`src/rtl/core/csvs_pkg.sv`:
```
// Shared constants, character classes and controller/datapath handshake types
// for the CSV row cell splitter. No dependencies.

package csvs_pkg;

   localparam int PENDING_DEPTH_DEFAULT = 16;

   localparam int BYTE_W     = 8;
   localparam int CSR_ADDR_W = 3;
   localparam int CSR_DATA_W = 32;
   localparam int USER_W     = 4;

   localparam logic [BYTE_W-1:0] SEPARATOR_RESET = 8'd44;

   // Register index decoded from the word address bit.
   localparam logic REG_SEPARATOR = 1'b0;

   localparam logic [BYTE_W-1:0] CH_QUOTE = 8'h22;
   localparam logic [BYTE_W-1:0] CH_APOS  = 8'h27;
   localparam logic [BYTE_W-1:0] CH_EQUAL = 8'h3D;
   localparam logic [BYTE_W-1:0] CH_PLUS  = 8'h2B;
   localparam logic [BYTE_W-1:0] CH_MINUS = 8'h2D;
   localparam logic [BYTE_W-1:0] CH_AT    = 8'h40;
   localparam logic [BYTE_W-1:0] CH_TAB   = 8'h09;
   localparam logic [BYTE_W-1:0] CH_LF    = 8'h0A;
   localparam logic [BYTE_W-1:0] CH_VT    = 8'h0B;
   localparam logic [BYTE_W-1:0] CH_FF    = 8'h0C;
   localparam logic [BYTE_W-1:0] CH_CR    = 8'h0D;
   localparam logic [BYTE_W-1:0] CH_SPACE = 8'h20;

   function automatic logic is_space(input logic [BYTE_W-1:0] c);
      return (c == CH_SPACE) || (c == CH_TAB) || (c == CH_LF) || (c == CH_VT) ||
             (c == CH_FF) || (c == CH_CR);
   endfunction

   // Bytes that make a leading apostrophe get dropped.
   function automatic logic is_danger(input logic [BYTE_W-1:0] c);
      return (c == CH_EQUAL) || (c == CH_PLUS) || (c == CH_MINUS) || (c == CH_AT) ||
             (c == CH_TAB) || (c == CH_CR);
   endfunction

   // How the current byte is handled outside the held-quote check.
   typedef enum logic [3:0] {
      TK_QUOTE_MARK,
      TK_EMIT,
      TK_SEPARATOR,
      TK_OPEN,
      TK_SKIP,
      TK_PUSH,
      TK_OVERFLOW,
      TK_FLUSH,
      TK_PLAIN
   } take_kind_type;

   typedef enum logic [1:0] {
      SRC_BYTE,
      SRC_QUOTE,
      SRC_PENDING
   } emit_src_type;

   typedef struct packed {
      logic         latch;
      logic         clr_quote_held;
      logic         close_quotes;
      logic         take_apply;
      logic         emit_go;
      emit_src_type emit_src;
      logic         emit_ovf;
      logic         out_last;
      logic         set_has_content;
      logic         flush_step;
      logic         flush_end;
      logic         fin_go;
      logic         fin_row;
   } dp_cmd_type;

   typedef struct packed {
      logic          quote_held;
      logic          quote_consume;
      logic          chopped;
      logic          row_end;
      take_kind_type take_kind;
      logic          emit_done;
      logic          flush_last;
      logic          fin_done;
   } dp_status_type;

endpackage

```
`src/rtl/core/csvs_csr.sv`:
```
// Configuration register bank of the CSV row cell splitter: the separator byte.
// Depends on csvs_pkg.

module csvs_csr (
   input  logic                                clock,
   input  logic                                reset,
   input  logic                                csr_psel,
   input  logic                                csr_penable,
   input  logic                                csr_pwrite,
   input  logic [csvs_pkg::CSR_ADDR_W-1:0]     csr_paddr,
   input  logic [csvs_pkg::CSR_DATA_W-1:0]     csr_pwdata,
   output logic [csvs_pkg::CSR_DATA_W-1:0]     csr_prdata,
   output logic                                csr_pready,
   output logic [csvs_pkg::BYTE_W-1:0]         separator
);

   logic [csvs_pkg::BYTE_W-1:0] sep_ff;
   logic [csvs_pkg::BYTE_W-1:0] sep_in;
   logic                        reg_index;

   assign reg_index  = csr_paddr[2];
   assign csr_pready = 1'b1;
   assign separator  = sep_ff;

   always_comb begin
      sep_in = sep_ff;
      if (csr_psel && csr_penable && csr_pwrite && (reg_index == csvs_pkg::REG_SEPARATOR)) begin
         sep_in = csr_pwdata[csvs_pkg::BYTE_W-1:0];
      end
   end

   always_comb begin
      csr_prdata = '0;
      if (reg_index == csvs_pkg::REG_SEPARATOR) begin
         csr_prdata = csvs_pkg::CSR_DATA_W'(sep_ff);
      end
   end

   always_ff @(posedge clock) begin
      if (reset) begin
         sep_ff <= csvs_pkg::SEPARATOR_RESET;
      end else begin
         sep_ff <= sep_in;
      end
   end

endmodule

```
`src/rtl/core/csvs_ctrl.sv`:
```
// Sequencing state machine of the CSV row cell splitter: walks each accepted
// byte through quote, take, flush and cell-finish steps. Depends on csvs_pkg.

module csvs_ctrl (
   input  logic                    clock,
   input  logic                    reset,
   input  logic                    req_tvalid,
   output logic                    req_tready,
   input  csvs_pkg::dp_status_type status,
   output csvs_pkg::dp_cmd_type    cmd
);

   typedef enum logic [6:0] {
      ST_IDLE    = 7'b0000001,
      ST_QUOTE   = 7'b0000010,
      ST_TAKE    = 7'b0000100,
      ST_FLUSH   = 7'b0001000,
      ST_CHAR    = 7'b0010000,
      ST_SEP_FIN = 7'b0100000,
      ST_ROW_FIN = 7'b1000000
   } state_type;

   state_type state_ff;
   state_type state_in;
   state_type after_byte;
   logic      ovf_ff;
   logic      ovf_in;

   assign req_tready = (state_ff == ST_IDLE);
   assign after_byte = status.row_end ? ST_ROW_FIN : ST_IDLE;

   always_comb begin
      state_in     = state_ff;
      ovf_in       = ovf_ff;
      cmd          = '0;
      cmd.emit_src = csvs_pkg::SRC_BYTE;
      case (state_ff)
         ST_IDLE: begin
            cmd.latch = req_tvalid;
            if (req_tvalid) begin
               state_in = status.quote_held ? ST_QUOTE : ST_TAKE;
            end
         end
         ST_QUOTE: begin
            cmd.clr_quote_held = 1'b1;
            if (status.quote_consume) begin
               // A second quote after a held one is one literal quote.
               cmd.emit_go  = 1'b1;
               cmd.emit_src = csvs_pkg::SRC_QUOTE;
               cmd.out_last = !status.row_end;
               if (status.emit_done) begin
                  state_in = after_byte;
               end
            end else begin
               cmd.close_quotes = 1'b1;
               state_in = status.chopped ? ST_ROW_FIN : ST_TAKE;
            end
         end
         ST_TAKE: begin
            case (status.take_kind)
               csvs_pkg::TK_EMIT: begin
                  cmd.emit_go  = 1'b1;
                  cmd.out_last = !status.row_end;
                  if (status.emit_done) begin
                     state_in = after_byte;
                  end
               end
               csvs_pkg::TK_PLAIN: begin
                  cmd.emit_go         = 1'b1;
                  cmd.out_last        = !status.row_end;
                  cmd.set_has_content = status.emit_done;
                  if (status.emit_done) begin
                     state_in = after_byte;
                  end
               end
               csvs_pkg::TK_SEPARATOR: begin
                  state_in = ST_SEP_FIN;
               end
               csvs_pkg::TK_FLUSH: begin
                  ovf_in   = 1'b0;
                  state_in = ST_FLUSH;
               end
               csvs_pkg::TK_OVERFLOW: begin
                  ovf_in   = 1'b1;
                  state_in = ST_FLUSH;
               end
               csvs_pkg::TK_QUOTE_MARK, csvs_pkg::TK_OPEN,
               csvs_pkg::TK_SKIP, csvs_pkg::TK_PUSH: begin
                  cmd.take_apply = 1'b1;
                  state_in       = after_byte;
               end
               default: begin
                  state_in = after_byte;
               end
            endcase
         end
         ST_FLUSH: begin
            cmd.emit_go  = 1'b1;
            cmd.emit_src = csvs_pkg::SRC_PENDING;
            cmd.emit_ovf = ovf_ff;
            if (status.emit_done) begin
               if (status.flush_last) begin
                  cmd.flush_end = 1'b1;
                  state_in      = ST_CHAR;
               end else begin
                  cmd.flush_step = 1'b1;
               end
            end
         end
         ST_CHAR: begin
            cmd.emit_go         = 1'b1;
            cmd.emit_ovf        = ovf_ff;
            cmd.out_last        = !status.row_end;
            cmd.set_has_content = status.emit_done;
            if (status.emit_done) begin
               state_in = after_byte;
            end
         end
         ST_SEP_FIN: begin
            cmd.fin_go   = 1'b1;
            cmd.out_last = !status.row_end;
            if (status.fin_done) begin
               state_in = after_byte;
            end
         end
         ST_ROW_FIN: begin
            cmd.fin_go   = 1'b1;
            cmd.fin_row  = 1'b1;
            cmd.out_last = 1'b1;
            if (status.fin_done) begin
               state_in = ST_IDLE;
            end
         end
         default: begin
            state_in = ST_IDLE;
         end
      endcase
   end

   always_ff @(posedge clock) begin
      if (reset) begin
         state_ff <= ST_IDLE;
         ovf_ff   <= 1'b0;
      end else begin
         state_ff <= state_in;
         ovf_ff   <= ovf_in;
      end
   end

endmodule

```
`src/rtl/core/csvs_datapath.sv`:
```
// Datapath of the CSV row cell splitter: cell state flags, the trailing
// whitespace buffer, the content emitter and the result register. Depends on csvs_pkg.

module csvs_datapath #(
   parameter int PENDING_DEPTH = csvs_pkg::PENDING_DEPTH_DEFAULT
) (
   input  logic                              clock,
   input  logic                              reset,
   input  logic [csvs_pkg::BYTE_W-1:0]       req_tdata,
   input  logic                              req_tlast,
   input  logic [csvs_pkg::BYTE_W-1:0]       separator,
   input  csvs_pkg::dp_cmd_type              cmd,
   output csvs_pkg::dp_status_type           status,
   output logic                              rsp_tvalid,
   input  logic                              rsp_tready,
   output logic [csvs_pkg::BYTE_W-1:0]       rsp_tdata,
   output logic [csvs_pkg::USER_W-1:0]       rsp_tuser,
   output logic                              rsp_tlast
);

   localparam int IDX_W = $clog2(PENDING_DEPTH);
   localparam int CNT_W = $clog2(PENDING_DEPTH + 1);
   localparam logic [CNT_W-1:0] CNT_FULL = CNT_W'(PENDING_DEPTH);

   typedef struct packed {
      logic [csvs_pkg::BYTE_W-1:0] cell_byte;
      logic                        byte_valid;
      logic                        cell_done;
      logic                        row_done;
      logic                        space_overflow;
      logic                        last_of_input;
   } result_type;

   logic [csvs_pkg::BYTE_W-1:0] byte_ff, byte_in;
   logic                        end_ff, end_in;
   logic                        in_quotes_ff, in_quotes_in;
   logic                        was_quoted_ff, was_quoted_in;
   logic                        quote_held_ff, quote_held_in;
   logic                        has_content_ff, has_content_in;
   logic [1:0]                  count_ff, count_in;
   logic                        apos_held_ff, apos_held_in;
   logic [CNT_W-1:0]            pend_cnt_ff, pend_cnt_in;
   logic [IDX_W-1:0]            idx_ff, idx_in;
   logic [csvs_pkg::BYTE_W-1:0] rd_data_ff;
   logic                        out_valid_ff, out_valid_in;
   result_type                  out_ff, out_in;

   logic [csvs_pkg::BYTE_W-1:0] pending_mem [PENDING_DEPTH];
   logic                        mem_we;

   logic                        slot_free;
   logic                        chopped;
   logic [csvs_pkg::BYTE_W-1:0] emit_char;
   logic                        absorb;
   logic                        release_apos;
   logic                        emit_fire;
   csvs_pkg::take_kind_type     kind;

   assign slot_free = !out_valid_ff || rsp_tready;
   assign chopped   = end_ff && (byte_ff == csvs_pkg::CH_CR);

   always_comb begin
      case (cmd.emit_src)
         csvs_pkg::SRC_BYTE:    emit_char = byte_ff;
         csvs_pkg::SRC_QUOTE:   emit_char = csvs_pkg::CH_QUOTE;
         csvs_pkg::SRC_PENDING: emit_char = rd_data_ff;
         default:               emit_char = byte_ff;
      endcase
   end

   // An apostrophe as the first value byte is held back; it is released ahead of
   // the next byte unless that byte is one of the formula-trigger characters.
   assign absorb       = (count_ff == 2'd0) && (emit_char == csvs_pkg::CH_APOS);
   assign release_apos = !absorb && apos_held_ff && !csvs_pkg::is_danger(emit_char);
   assign emit_fire    = cmd.emit_go && (absorb || slot_free);

   always_comb begin
      if (chopped) begin
         // A CR on the last byte of the row is dropped wherever it stands.
         kind = csvs_pkg::TK_SKIP;
      end else if (in_quotes_ff) begin
         kind = (byte_ff == csvs_pkg::CH_QUOTE) ? csvs_pkg::TK_QUOTE_MARK : csvs_pkg::TK_EMIT;
      end else if (byte_ff == separator) begin
         kind = csvs_pkg::TK_SEPARATOR;
      end else if (was_quoted_ff) begin
         kind = csvs_pkg::TK_EMIT;
      end else if ((byte_ff == csvs_pkg::CH_QUOTE) && !has_content_ff) begin
         kind = csvs_pkg::TK_OPEN;
      end else if (csvs_pkg::is_space(byte_ff)) begin
         if (!has_content_ff || end_ff) begin
            kind = csvs_pkg::TK_SKIP;
         end else if (pend_cnt_ff < CNT_FULL) begin
            kind = csvs_pkg::TK_PUSH;
         end else begin
            kind = csvs_pkg::TK_OVERFLOW;
         end
      end else if (pend_cnt_ff != '0) begin
         kind = csvs_pkg::TK_FLUSH;
      end else begin
         kind = csvs_pkg::TK_PLAIN;
      end
   end

   always_comb begin
      status.quote_held    = quote_held_ff;
      status.quote_consume = !chopped && (byte_ff == csvs_pkg::CH_QUOTE);
      status.chopped       = chopped;
      status.row_end       = end_ff;
      status.take_kind     = kind;
      status.emit_done     = emit_fire && !release_apos;
      status.flush_last    = (CNT_W'(idx_ff) + CNT_W'(1)) == pend_cnt_ff;
      status.fin_done      = cmd.fin_go && slot_free && !apos_held_ff;
   end

   always_comb begin
      byte_in        = byte_ff;
      end_in         = end_ff;
      in_quotes_in   = in_quotes_ff;
      was_quoted_in  = was_quoted_ff;
      quote_held_in  = quote_held_ff;
      has_content_in = has_content_ff;
      count_in       = count_ff;
      apos_held_in   = apos_held_ff;
      pend_cnt_in    = pend_cnt_ff;
      idx_in         = idx_ff;
      mem_we         = 1'b0;
      out_valid_in   = out_valid_ff && !rsp_tready;
      out_in         = out_ff;

      if (cmd.latch) begin
         byte_in = req_tdata;
         end_in  = req_tlast;
      end
      if (cmd.clr_quote_held) begin
         quote_held_in = 1'b0;
      end
      if (cmd.close_quotes) begin
         in_quotes_in = 1'b0;
      end

      if (cmd.take_apply) begin
         case (kind)
            csvs_pkg::TK_QUOTE_MARK: begin
               if (end_ff) begin
                  in_quotes_in = 1'b0;
               end else begin
                  quote_held_in = 1'b1;
               end
            end
            csvs_pkg::TK_OPEN: begin
               in_quotes_in  = 1'b1;
               was_quoted_in = 1'b1;
            end
            csvs_pkg::TK_PUSH: begin
               mem_we      = 1'b1;
               pend_cnt_in = pend_cnt_ff + CNT_W'(1);
            end
            default: begin
            end
         endcase
      end

      if (emit_fire) begin
         if (absorb) begin
            apos_held_in = 1'b1;
            count_in     = 2'd1;
         end else if (release_apos) begin
            apos_held_in     = 1'b0;
            out_valid_in     = 1'b1;
            out_in           = '0;
            out_in.cell_byte = csvs_pkg::CH_APOS;
            out_in.byte_valid = 1'b1;
         end else begin
            apos_held_in          = 1'b0;
            out_valid_in          = 1'b1;
            out_in                = '0;
            out_in.cell_byte      = emit_char;
            out_in.byte_valid     = 1'b1;
            out_in.space_overflow = cmd.emit_ovf;
            out_in.last_of_input  = cmd.out_last;
            if (count_ff != 2'd2) begin
               count_in = count_ff + 2'd1;
            end
         end
      end

      if (cmd.set_has_content) begin
         has_content_in = 1'b1;
      end
      if (cmd.flush_step) begin
         idx_in = idx_ff + IDX_W'(1);
      end
      if (cmd.flush_end) begin
         idx_in      = '0;
         pend_cnt_in = '0;
      end

      if (cmd.fin_go && slot_free) begin
         out_valid_in = 1'b1;
         out_in       = '0;
         if (apos_held_ff) begin
            // A cell whose whole value is one apostrophe keeps it.
            apos_held_in      = 1'b0;
            out_in.cell_byte  = csvs_pkg::CH_APOS;
            out_in.byte_valid = 1'b1;
         end else begin
            out_in.cell_done     = 1'b1;
            out_in.row_done      = cmd.fin_row;
            out_in.last_of_input = cmd.out_last;
            in_quotes_in         = 1'b0;
            was_quoted_in        = 1'b0;
            quote_held_in        = 1'b0;
            has_content_in       = 1'b0;
            count_in             = 2'd0;
            pend_cnt_in          = '0;
            idx_in               = '0;
         end
      end
   end

   always_ff @(posedge clock) begin
      if (reset) begin
         in_quotes_ff   <= 1'b0;
         was_quoted_ff  <= 1'b0;
         quote_held_ff  <= 1'b0;
         has_content_ff <= 1'b0;
         count_ff       <= 2'd0;
         apos_held_ff   <= 1'b0;
         pend_cnt_ff    <= '0;
         idx_ff         <= '0;
         out_valid_ff   <= 1'b0;
      end else begin
         in_quotes_ff   <= in_quotes_in;
         was_quoted_ff  <= was_quoted_in;
         quote_held_ff  <= quote_held_in;
         has_content_ff <= has_content_in;
         count_ff       <= count_in;
         apos_held_ff   <= apos_held_in;
         pend_cnt_ff    <= pend_cnt_in;
         idx_ff         <= idx_in;
         out_valid_ff   <= out_valid_in;
      end
   end

   always_ff @(posedge clock) begin
      byte_ff <= byte_in;
      end_ff  <= end_in;
      out_ff  <= out_in;
   end

   // Whitespace buffer: written at the fill count, read at the next flush index.
   always_ff @(posedge clock) begin
      if (mem_we) begin
         pending_mem[pend_cnt_ff[IDX_W-1:0]] <= byte_ff;
      end
      rd_data_ff <= pending_mem[idx_in];
   end

   assign rsp_tvalid = out_valid_ff;
   assign rsp_tdata  = out_ff.cell_byte;
   assign rsp_tuser  = {out_ff.last_of_input, out_ff.space_overflow,
                        out_ff.cell_done, out_ff.byte_valid};
   assign rsp_tlast  = out_ff.row_done;

endmodule

```
`src/rtl/core/csv_row_cell_splitter.sv`:
```
// CSV row cell splitter. Bytes of one row enter on the req_ stream, one per
// beat, with req_tlast on the last byte of the row. Cell contents leave on the
// rsp_ stream, one content byte or one end-of-cell marker per beat. Quoted cells
// are unescaped, unquoted cells are trimmed, a final CR is dropped and a leading
// apostrophe before = + - @ tab or CR is removed. The separator byte is set
// through the csr_ register port (reset value is a comma).
// Timing: a byte is taken in the idle cycle and worked on from the next cycle;
// a byte that ends a cell on the separator then goes on to a cell-finish step.
// A released apostrophe and the row-end marker each add a beat of their own.
// A held quote check is a step of its own, and a second quote is emitted in
// that check step itself. A flush of the trailing whitespace buffer emits the
// buffered bytes one per step before the byte that ends the run. Bytes are taken
// one at a time, never back to back.
// A registered output stage holds each result; when the receiver stalls the
// sequencer waits on it and req_tready stays low until the byte is done.
// Reset (synchronous, active high) clears all cell and row state and returns the
// separator to its reset value; buffered whitespace needs no clearing.
// Depends on csvs_pkg, csvs_csr, csvs_ctrl and csvs_datapath.

module csv_row_cell_splitter #(
   parameter int PENDING_DEPTH = csvs_pkg::PENDING_DEPTH_DEFAULT
) (
   input  logic                             clock,
   input  logic                             reset,
   input  logic                             req_tvalid,
   output logic                             req_tready,
   input  logic [csvs_pkg::BYTE_W-1:0]      req_tdata,    // row_byte
   input  logic                             req_tlast,    // is_row_end
   output logic                             rsp_tvalid,
   input  logic                             rsp_tready,
   output logic [csvs_pkg::BYTE_W-1:0]      rsp_tdata,    // cell_byte
   // From bit 0: byte_valid, cell_done, space_overflow, last_of_input.
   output logic [csvs_pkg::USER_W-1:0]      rsp_tuser,
   output logic                             rsp_tlast,    // row_done
   input  logic                             csr_psel,
   input  logic                             csr_penable,
   input  logic                             csr_pwrite,
   input  logic [csvs_pkg::CSR_ADDR_W-1:0]  csr_paddr,
   input  logic [csvs_pkg::CSR_DATA_W-1:0]  csr_pwdata,
   output logic [csvs_pkg::CSR_DATA_W-1:0]  csr_prdata,
   output logic                             csr_pready
);

   logic [csvs_pkg::BYTE_W-1:0] separator;
   csvs_pkg::dp_cmd_type        cmd;
   csvs_pkg::dp_status_type     status;

   // Register bank holding the separator byte.
   csvs_csr u_csr (
      .clock       (clock),
      .reset       (reset),
      .csr_psel    (csr_psel),
      .csr_penable (csr_penable),
      .csr_pwrite  (csr_pwrite),
      .csr_paddr   (csr_paddr),
      .csr_pwdata  (csr_pwdata),
      .csr_prdata  (csr_prdata),
      .csr_pready  (csr_pready),
      .separator   (separator)
   );

   // The sequencer owns the input handshake and steps the datapath through
   // each byte's work.
   csvs_ctrl u_ctrl (
      .clock      (clock),
      .reset      (reset),
      .req_tvalid (req_tvalid),
      .req_tready (req_tready),
      .status     (status),
      .cmd        (cmd)
   );

   // The datapath owns the cell state, the whitespace buffer and the output stage.
   csvs_datapath #(
      .PENDING_DEPTH (PENDING_DEPTH)
   ) u_datapath (
      .clock      (clock),
      .reset      (reset),
      .req_tdata  (req_tdata),
      .req_tlast  (req_tlast),
      .separator  (separator),
      .cmd        (cmd),
      .status     (status),
      .rsp_tvalid (rsp_tvalid),
      .rsp_tready (rsp_tready),
      .rsp_tdata  (rsp_tdata),
      .rsp_tuser  (rsp_tuser),
      .rsp_tlast  (rsp_tlast)
   );

endmodule

```
`config.mk`:
```
export PLATFORM = sky130hd
export DESIGN_NAME = csv_row_cell_splitter
export DESIGN_NICKNAME = d
export VERILOG_FILES = /design/src/rtl/core/csvs_pkg.sv /design/src/rtl/core/csvs_csr.sv /design/src/rtl/core/csvs_ctrl.sv /design/src/rtl/core/csvs_datapath.sv /design/src/rtl/core/csv_row_cell_splitter.sv
export SDC_FILE = /design/constraint.sdc
export NUM_CORES = 1
export LEC_CHECK = 0
export ABC_CLOCK_PERIOD_IN_PS = 5500
export BUFFER_PORTS_ARGS = -buffer_cell sky130_fd_sc_hd__buf_4
export CORE_AREA = 2 2 174 218
export DETAILED_ROUTE_END_ITERATION = 8
export DIE_AREA = 0 0 176 220
export GPL_TIMING_DRIVEN = 0
export PLACE_DENSITY = 0.43
export SLEW_MARGIN = 10
export SYNTH_ARGS = -nofsm -noshare
export SYNTH_HDL_FRONTEND = slang
export SYNTH_HIERARCHICAL = 1
export SYNTH_SLANG_ARGS = --single-unit
```
`constraint.sdc`:
```
create_clock -name clock -period 5.5 [get_ports clock]
set_input_delay 1.65 -clock clock [delete_from_list [all_inputs] [get_ports clock]]
set_output_delay 1.65 -clock clock [all_outputs]
set_load 0.02 [all_outputs]
```
### Yosys cells after proc, flatten, opt, wreduce, memory -nomap -nowiden

Memories as Yosys holds them, arrays and structs flattened. A register that Yosys moved wholly into a read port is not among the register bits.
Index checks and enable logic that the tools add are counted.

* RAM bits: 128
* memories: 1
* flip-flop bits (word level): 55

* add/subtract/negate cells: 4
* bitwise logic cells: 2
* mux-type cells: 98
* equal/unequal tests: 40
* reductions and logical operators: 51
* order comparisons: 1

Memories
* u_datapath.pending_mem: words 16, width 8, read ports 1, clocked after Yosys merged registers in 1, wr ports 1, line csvs_datapath.sv:48 `logic [csvs_pkg::BYTE_W-1:0] pending_mem [PENDING_DEPTH];`

Operators with widths (number)
* two-way mux 7 bit: 10
* equality test 8 x 4 -> 1 bit (second input constant): 7
* two-way mux 13 bit: 4
* case mux 7 bit (7 select lines): 1
* equality test 8 x 6 -> 1 bit (second input constant): 6
* two-way mux 4 bit: 12
* two-way mux 1 bit: 44
* two-way mux 5 bit: 5
* two-way mux 2 bit: 11
* case mux 7 bit (3 select lines): 1
* equality test 4 x 3 -> 1 bit (second input constant): 4
* case mux 8 bit (2 select lines): 1
* logical AND 1 bit: 14
* logical OR 1 bit: 13
* != test 2 bit (second input constant): 6
* OR reduction 2 bit: 5
* zero test 1 bit: 9
* equality test 4 x 2 -> 1 bit (second input constant): 2
* equality test 8 x 7 -> 1 bit (second input constant): 1
* equality test 8 bit: 1
* two-way mux 8 bit: 1
* equality test 7 x 1 -> 1 bit (second input constant): 1
* equality test 7 x 2 -> 1 bit (second input constant): 1
* equality test 7 x 3 -> 1 bit (second input constant): 1
* other kinds (28): 35

### Logic depth before layout (Yosys ltp)

* depth after elaboration: 24
* gate-level depth with buffers: 27
* mapped depth without buffers: 22

### Cells and area by module

Netlist, hierarchy kept.

By module, submodules not included
* csvs_datapath: seq. area each 4994.8 um2, cells an instance 597, instances 1, area an instance 7689.9 um2
* csvs_ctrl: seq. area each 160.2 um2, cells an instance 110, instances 1, area an instance 764.5 um2
* csvs_csr: seq. area each 160.2 um2, cells an instance 70, instances 1, area an instance 615.6 um2

### Least setup slack after synthesis

Ideal clock, no wire load.

* path kind: flip-flop to flip-flop
* start: reg u_datapath/byte_ff[2] in the netlist's numbering
* end: reg u_datapath/rd_data_ff[3] in the netlist's numbering, read port of u_datapath.pending_mem
* required time: 5.369 ns
* cell stages (with the launch flop): 26
* library setup time: 0.131 ns
* setup slack: -0.220 ns
* arrival: 5.589 ns
* path buffers: 5
* cells stage by stage: edfxtp_1 -> buf_6 -> nor4b_2 -> nand3_1 -> inv_1 -> nand4b_1 -> inv_1 -> inv_1 -> ha_1 -> clkbuf_1 -> clkbuf_1 -> nand2_1 -> and4_1 -> nor4_1 -> a211oi_2 -> o21a_1 -> nor2_1 -> inv_1 -> nor3_1 -> clkbuf_1 -> xnor2_1 -> nor2_2 -> buf_2 -> mux4_2 -> o211ai_1 -> o31ai_1

RTL lines
* from (decl): line csvs_datapath.sv:34 `logic [csvs_pkg::BYTE_W-1:0] byte_ff, byte_in;`
* from (signal assigned): line csvs_datapath.sv:246 `byte_ff <= byte_in;`
* to (decl): line csvs_datapath.sv:44 `logic [csvs_pkg::BYTE_W-1:0] rd_data_ff;`

==> results.json <==
{
  "status": "complete, no violations",
  "period_share_pct": 96.4,
  "n_fill_cell": 3790,
  "ir_worst_vdd_v": 0.000220,
  "fin_tns_setup_ns": 0,
  "root_buffer": "clkbuf_16",
  "die_y_um": 220,
  "drc": 0,
  "syn_area_um2": 9070,
  "worstPathCellList": "or3_4 > or3_1 > buf_2 > inv_1 > inv_1 > ha_1 > a211o_1 > and2_4 > o41ai_4 > a211oi_4 > o21a_1 > nor2_4 > inv_2 > nor3_4 > buf_8 > xnor2_4 > nor2_4 > buf_8 > mux4_2 > o211ai_1 > o31ai_1",
  "dr_wl_met3_um": 903,
  "end_kind": "register",
  "overflow": 0,
  "area_growth_syn_to_layout_pct": 25.6,
  "relSlewSlack_pct": 47.4,
  "hold_class": "reg -> reg",
  "die_area_um2": 38700,
  "synthFlopType": "edfxtp_1",
  "n_antenna_cell": 0,
  "place_congestion": 0.840,
  "finClkSkew_ns": 0.0133,
  "holdWs_ns": 0.479,
  "syn_inst": 777,
  "tightestPinTransition_ns": 0.785,
  "synthTopCellsByArea": "edfxtp_1, dfxtp_1, nand2_1",
  "ys_seq_elements": 191,
  "grt_pass1_vias": 6711,
  "path_clk_slew_ns": 0.07,
  "crit_path_start_kind": "register",
  "grt_max_degree": 19,
  "cts.hold.buffers_added": 0,
  "cp-endpoint": "u_datapath/rd_data_ff[3]",
  "place_inst": 1333,
  "yosysUniqueCellTypes": 77,
  "yosysWarnings": 6,
  "drt_iter0_markers": 366,
  "vias": 6655,
  "setup_viol": 0,
  "vias_per_cell": 4.73,
  "final_cell_mix": "edfxtp_1, buf_4, nand2_1",
  "insertion_delay_ns": 0.45,
  "ff_latch_area_um2": 5320,
  "mostFrequentLayoutCell": "edfxtp_1",
  "firstDrtPassIters": 5,
  "cp-startpoint": "u_ctrl/state_ff[6]",
  "wl_um": 27100,
  "drive_gt1_share_pct": 28.1,
  "fin_nets": 967,
  "wl_met2_um": 14300,
  "fp-row-count": 79,
  "multi_input_area_um2": 3640,
  "cpPeakStageDelay_ns": 0.54,
  "r2r_start": "u_ctrl/state_ff[6]",
  "h-tree-depth": 4,
  "postSynthAreaPerCell_um2": 11.7,
  "r2r_slack_ns": 0.20,
  "yosysTopAreaCellShare_pct": 49.3,
  "max_cap_violations": 0,
  "setup.worst_path.class": "reg -> reg",
  "grt_pass1_wl_um": 41400,
  "final_antenna_net_count": 0,
  "crit_arrival_ns": 5.61,
  "dieWidth_um": 176,
  "met1Wirelength_um": 10900,
  "slowest_stage": "mux4_2",
  "worst_r2r_path_depth": 21,
  "post_drt_wl_per_cell_um": 19.2,
  "synth_edf_count": 149,
  "dp_hpwl_um": 17600,
  "antenna_found_initial": 0,
  "maxSlewViolCount": 0,
  "stdcell_count": 1407,
  "fmax_mhz": 189,
  "ios": 99,
  "ys_seq_area_share_pct": 58.6,
  "yosys.area.top_type": "edfxtp_1",
  "cp.required_ns": 5.80,
  "grtUsageTotal_pct": 14.5,
  "clock_path_buffers": 2,
  "power.density_nw_per_um2": 290,
  "clock-sinks": 191,
  "cts_buffers": 17,
  "hold_violations": 0,
  "p_leak_nw": 4.10,
  "top_layer_used": "met4",
  "initial_core_util_pct": 24.6,
  "postSynth.asyncResetShare_pct": 0,
  "cp_max_fo": 8,
  "period_minus_slack_ns": 5.30,
  "cts_tree": "yes",
  "rr_endpoint": "u_datapath/rd_data_ff[3]",
  "portBuffers": 47,
  "core_area_um2": 36900
}
## how the worst min path moves through the flow
| stage | startpoint | end | slack (ns) | cells past startpoint |
|---|---|---|---|---|
| after floorplan | u_datapath/count_ff[0] | u_datapath/count_ff[0] | 0.44 | 1 |
| after detailed placement | u_datapath/count_ff[0] | u_datapath/count_ff[0] | 0.46 | 1 |
| final | u_datapath/count_ff[0] | u_datapath/count_ff[0] | 0.48 | 1 |
| after global routing | u_datapath/count_ff[0] | u_datapath/count_ff[0] | 0.51 | 1 |
| after CTS | u_datapath/count_ff[0] | u_datapath/count_ff[0] | 0.48 | 1 |
| after global placement | u_datapath/count_ff[0] | u_datapath/count_ff[0] | 0.46 | 1 |
## synth_stat cells, drive strengths merged, types with 10 or more instances
library cell,number
a21oi,53
o211ai,16
edfxtp,149
nand3,19
nand2b,20
buf,40
nor3,15
and2,10
o21ai,19
dfxtp,42
inv,27
nor2,53
clkbuf,21
xor2,15
and3,19
mux2i,11
o22ai,10
nand2,73
## kinds of logic (layout without fill, tap and decap cells)
family / Yosys count / after routing / share of synthesized area, %
XOR/XNOR: 20 / 20 / 1.93
flip-flops: 191 / 191 / 58.6
AND/OR/NAND/NOR: 283 / 283 / 17.4
multiplexers: 21 / 21 / 3.45
other: 2 / 25 / 0.0828
AO/OA/AOI/OAI: 164 / 164 / 12.1
buffers and inverters: 88 / 209 / 5.35
adder cells (fa/ha/maj): 8 / 8 / 1.10
## state kept, by name (all words and copies together), names as in the netlist, 2 cells and up
| name | count |
|---|---|
| u_datapath/idx_ff | 4 |
| u_datapath/rsp_tuser | 4 |
| u_datapath/rsp_tdata | 8 |
| u_datapath/rd_data_ff | 8 |
| u_datapath/pending_mem | 128 |
| u_datapath/pend_cnt_ff | 5 |
| u_datapath/byte_ff | 8 |
| u_csr/separator | 8 |
| u_datapath/count_ff | 2 |
| u_ctrl/state_ff | 7 |
## per-stage QoR
step | worst slack [ns] | instance area [µm²] | util, % | power (mW)
2_1_floorplan | 0.0381 | 9160 | - | 1.89
3_3_place_gp | -2.38 | 10100 | 27.5 | 2.03
3_5_place_dp | -2.32 | 10100 | 27.5 | 2.03
4_1_cts | 0.0154 | 11200 | 30.4 | 3.33
5_1_grt | -0.000264 | 11400 | 30.9 | 3.43
6_report | 0.196 | 11400 | 30.9 | 3.30
## timing repair
item                                    in CTS  in global routing
setup buffers                               36                 10
gates resized for setup                     54                 31
pin swaps                                   14                 19
endpoints found under the hold margin        0                  0
endpoints found under the setup margin      15                  8
## report_power, final
part           total [mW]  internal, mW  switching [mW]
Sequential           1.64          1.62          0.0256
Clock                1.21         0.631           0.582
Combinational       0.448         0.168           0.281
Total                3.30          2.42           0.888
## layout make-up
cell class,count,share of cell area (%)
buffer,57,3.72
clock buffer,18,3.77
clock inverter,14,1.19
inverter,27,0.922
multi-input combinational,521,32.0
sequential,191,46.7
tap,486,5.34
timing repair buffer,93,6.44
## critical path, delay by kind of cell (launching register included)
| family | cells | cell delay [ns] |
|---|---|---|
| compound gates | 6 | 1.55 |
| xor+xnor | 1 | 0.12 |
| fa+ha+maj | 1 | 0.20 |
| buf+inv | 6 | 0.80 |
| flops | 1 | 0.38 |
| mux | 1 | 0.54 |
| simple gates | 6 | 1.53 |
## routing by layer
| layer | global-route usage (%) | up-vias |
|---|---|---|
| li1 | - | 3124 |
| met1 | 16.4 | 3303 |
| met2 | 27.0 | 183 |
| met3 | 2.07 | 45 |
| met4 | 6.39 | 0 |
| met5 | 0 | - |
Note: power is estimated with default switching activity, not from simulation.
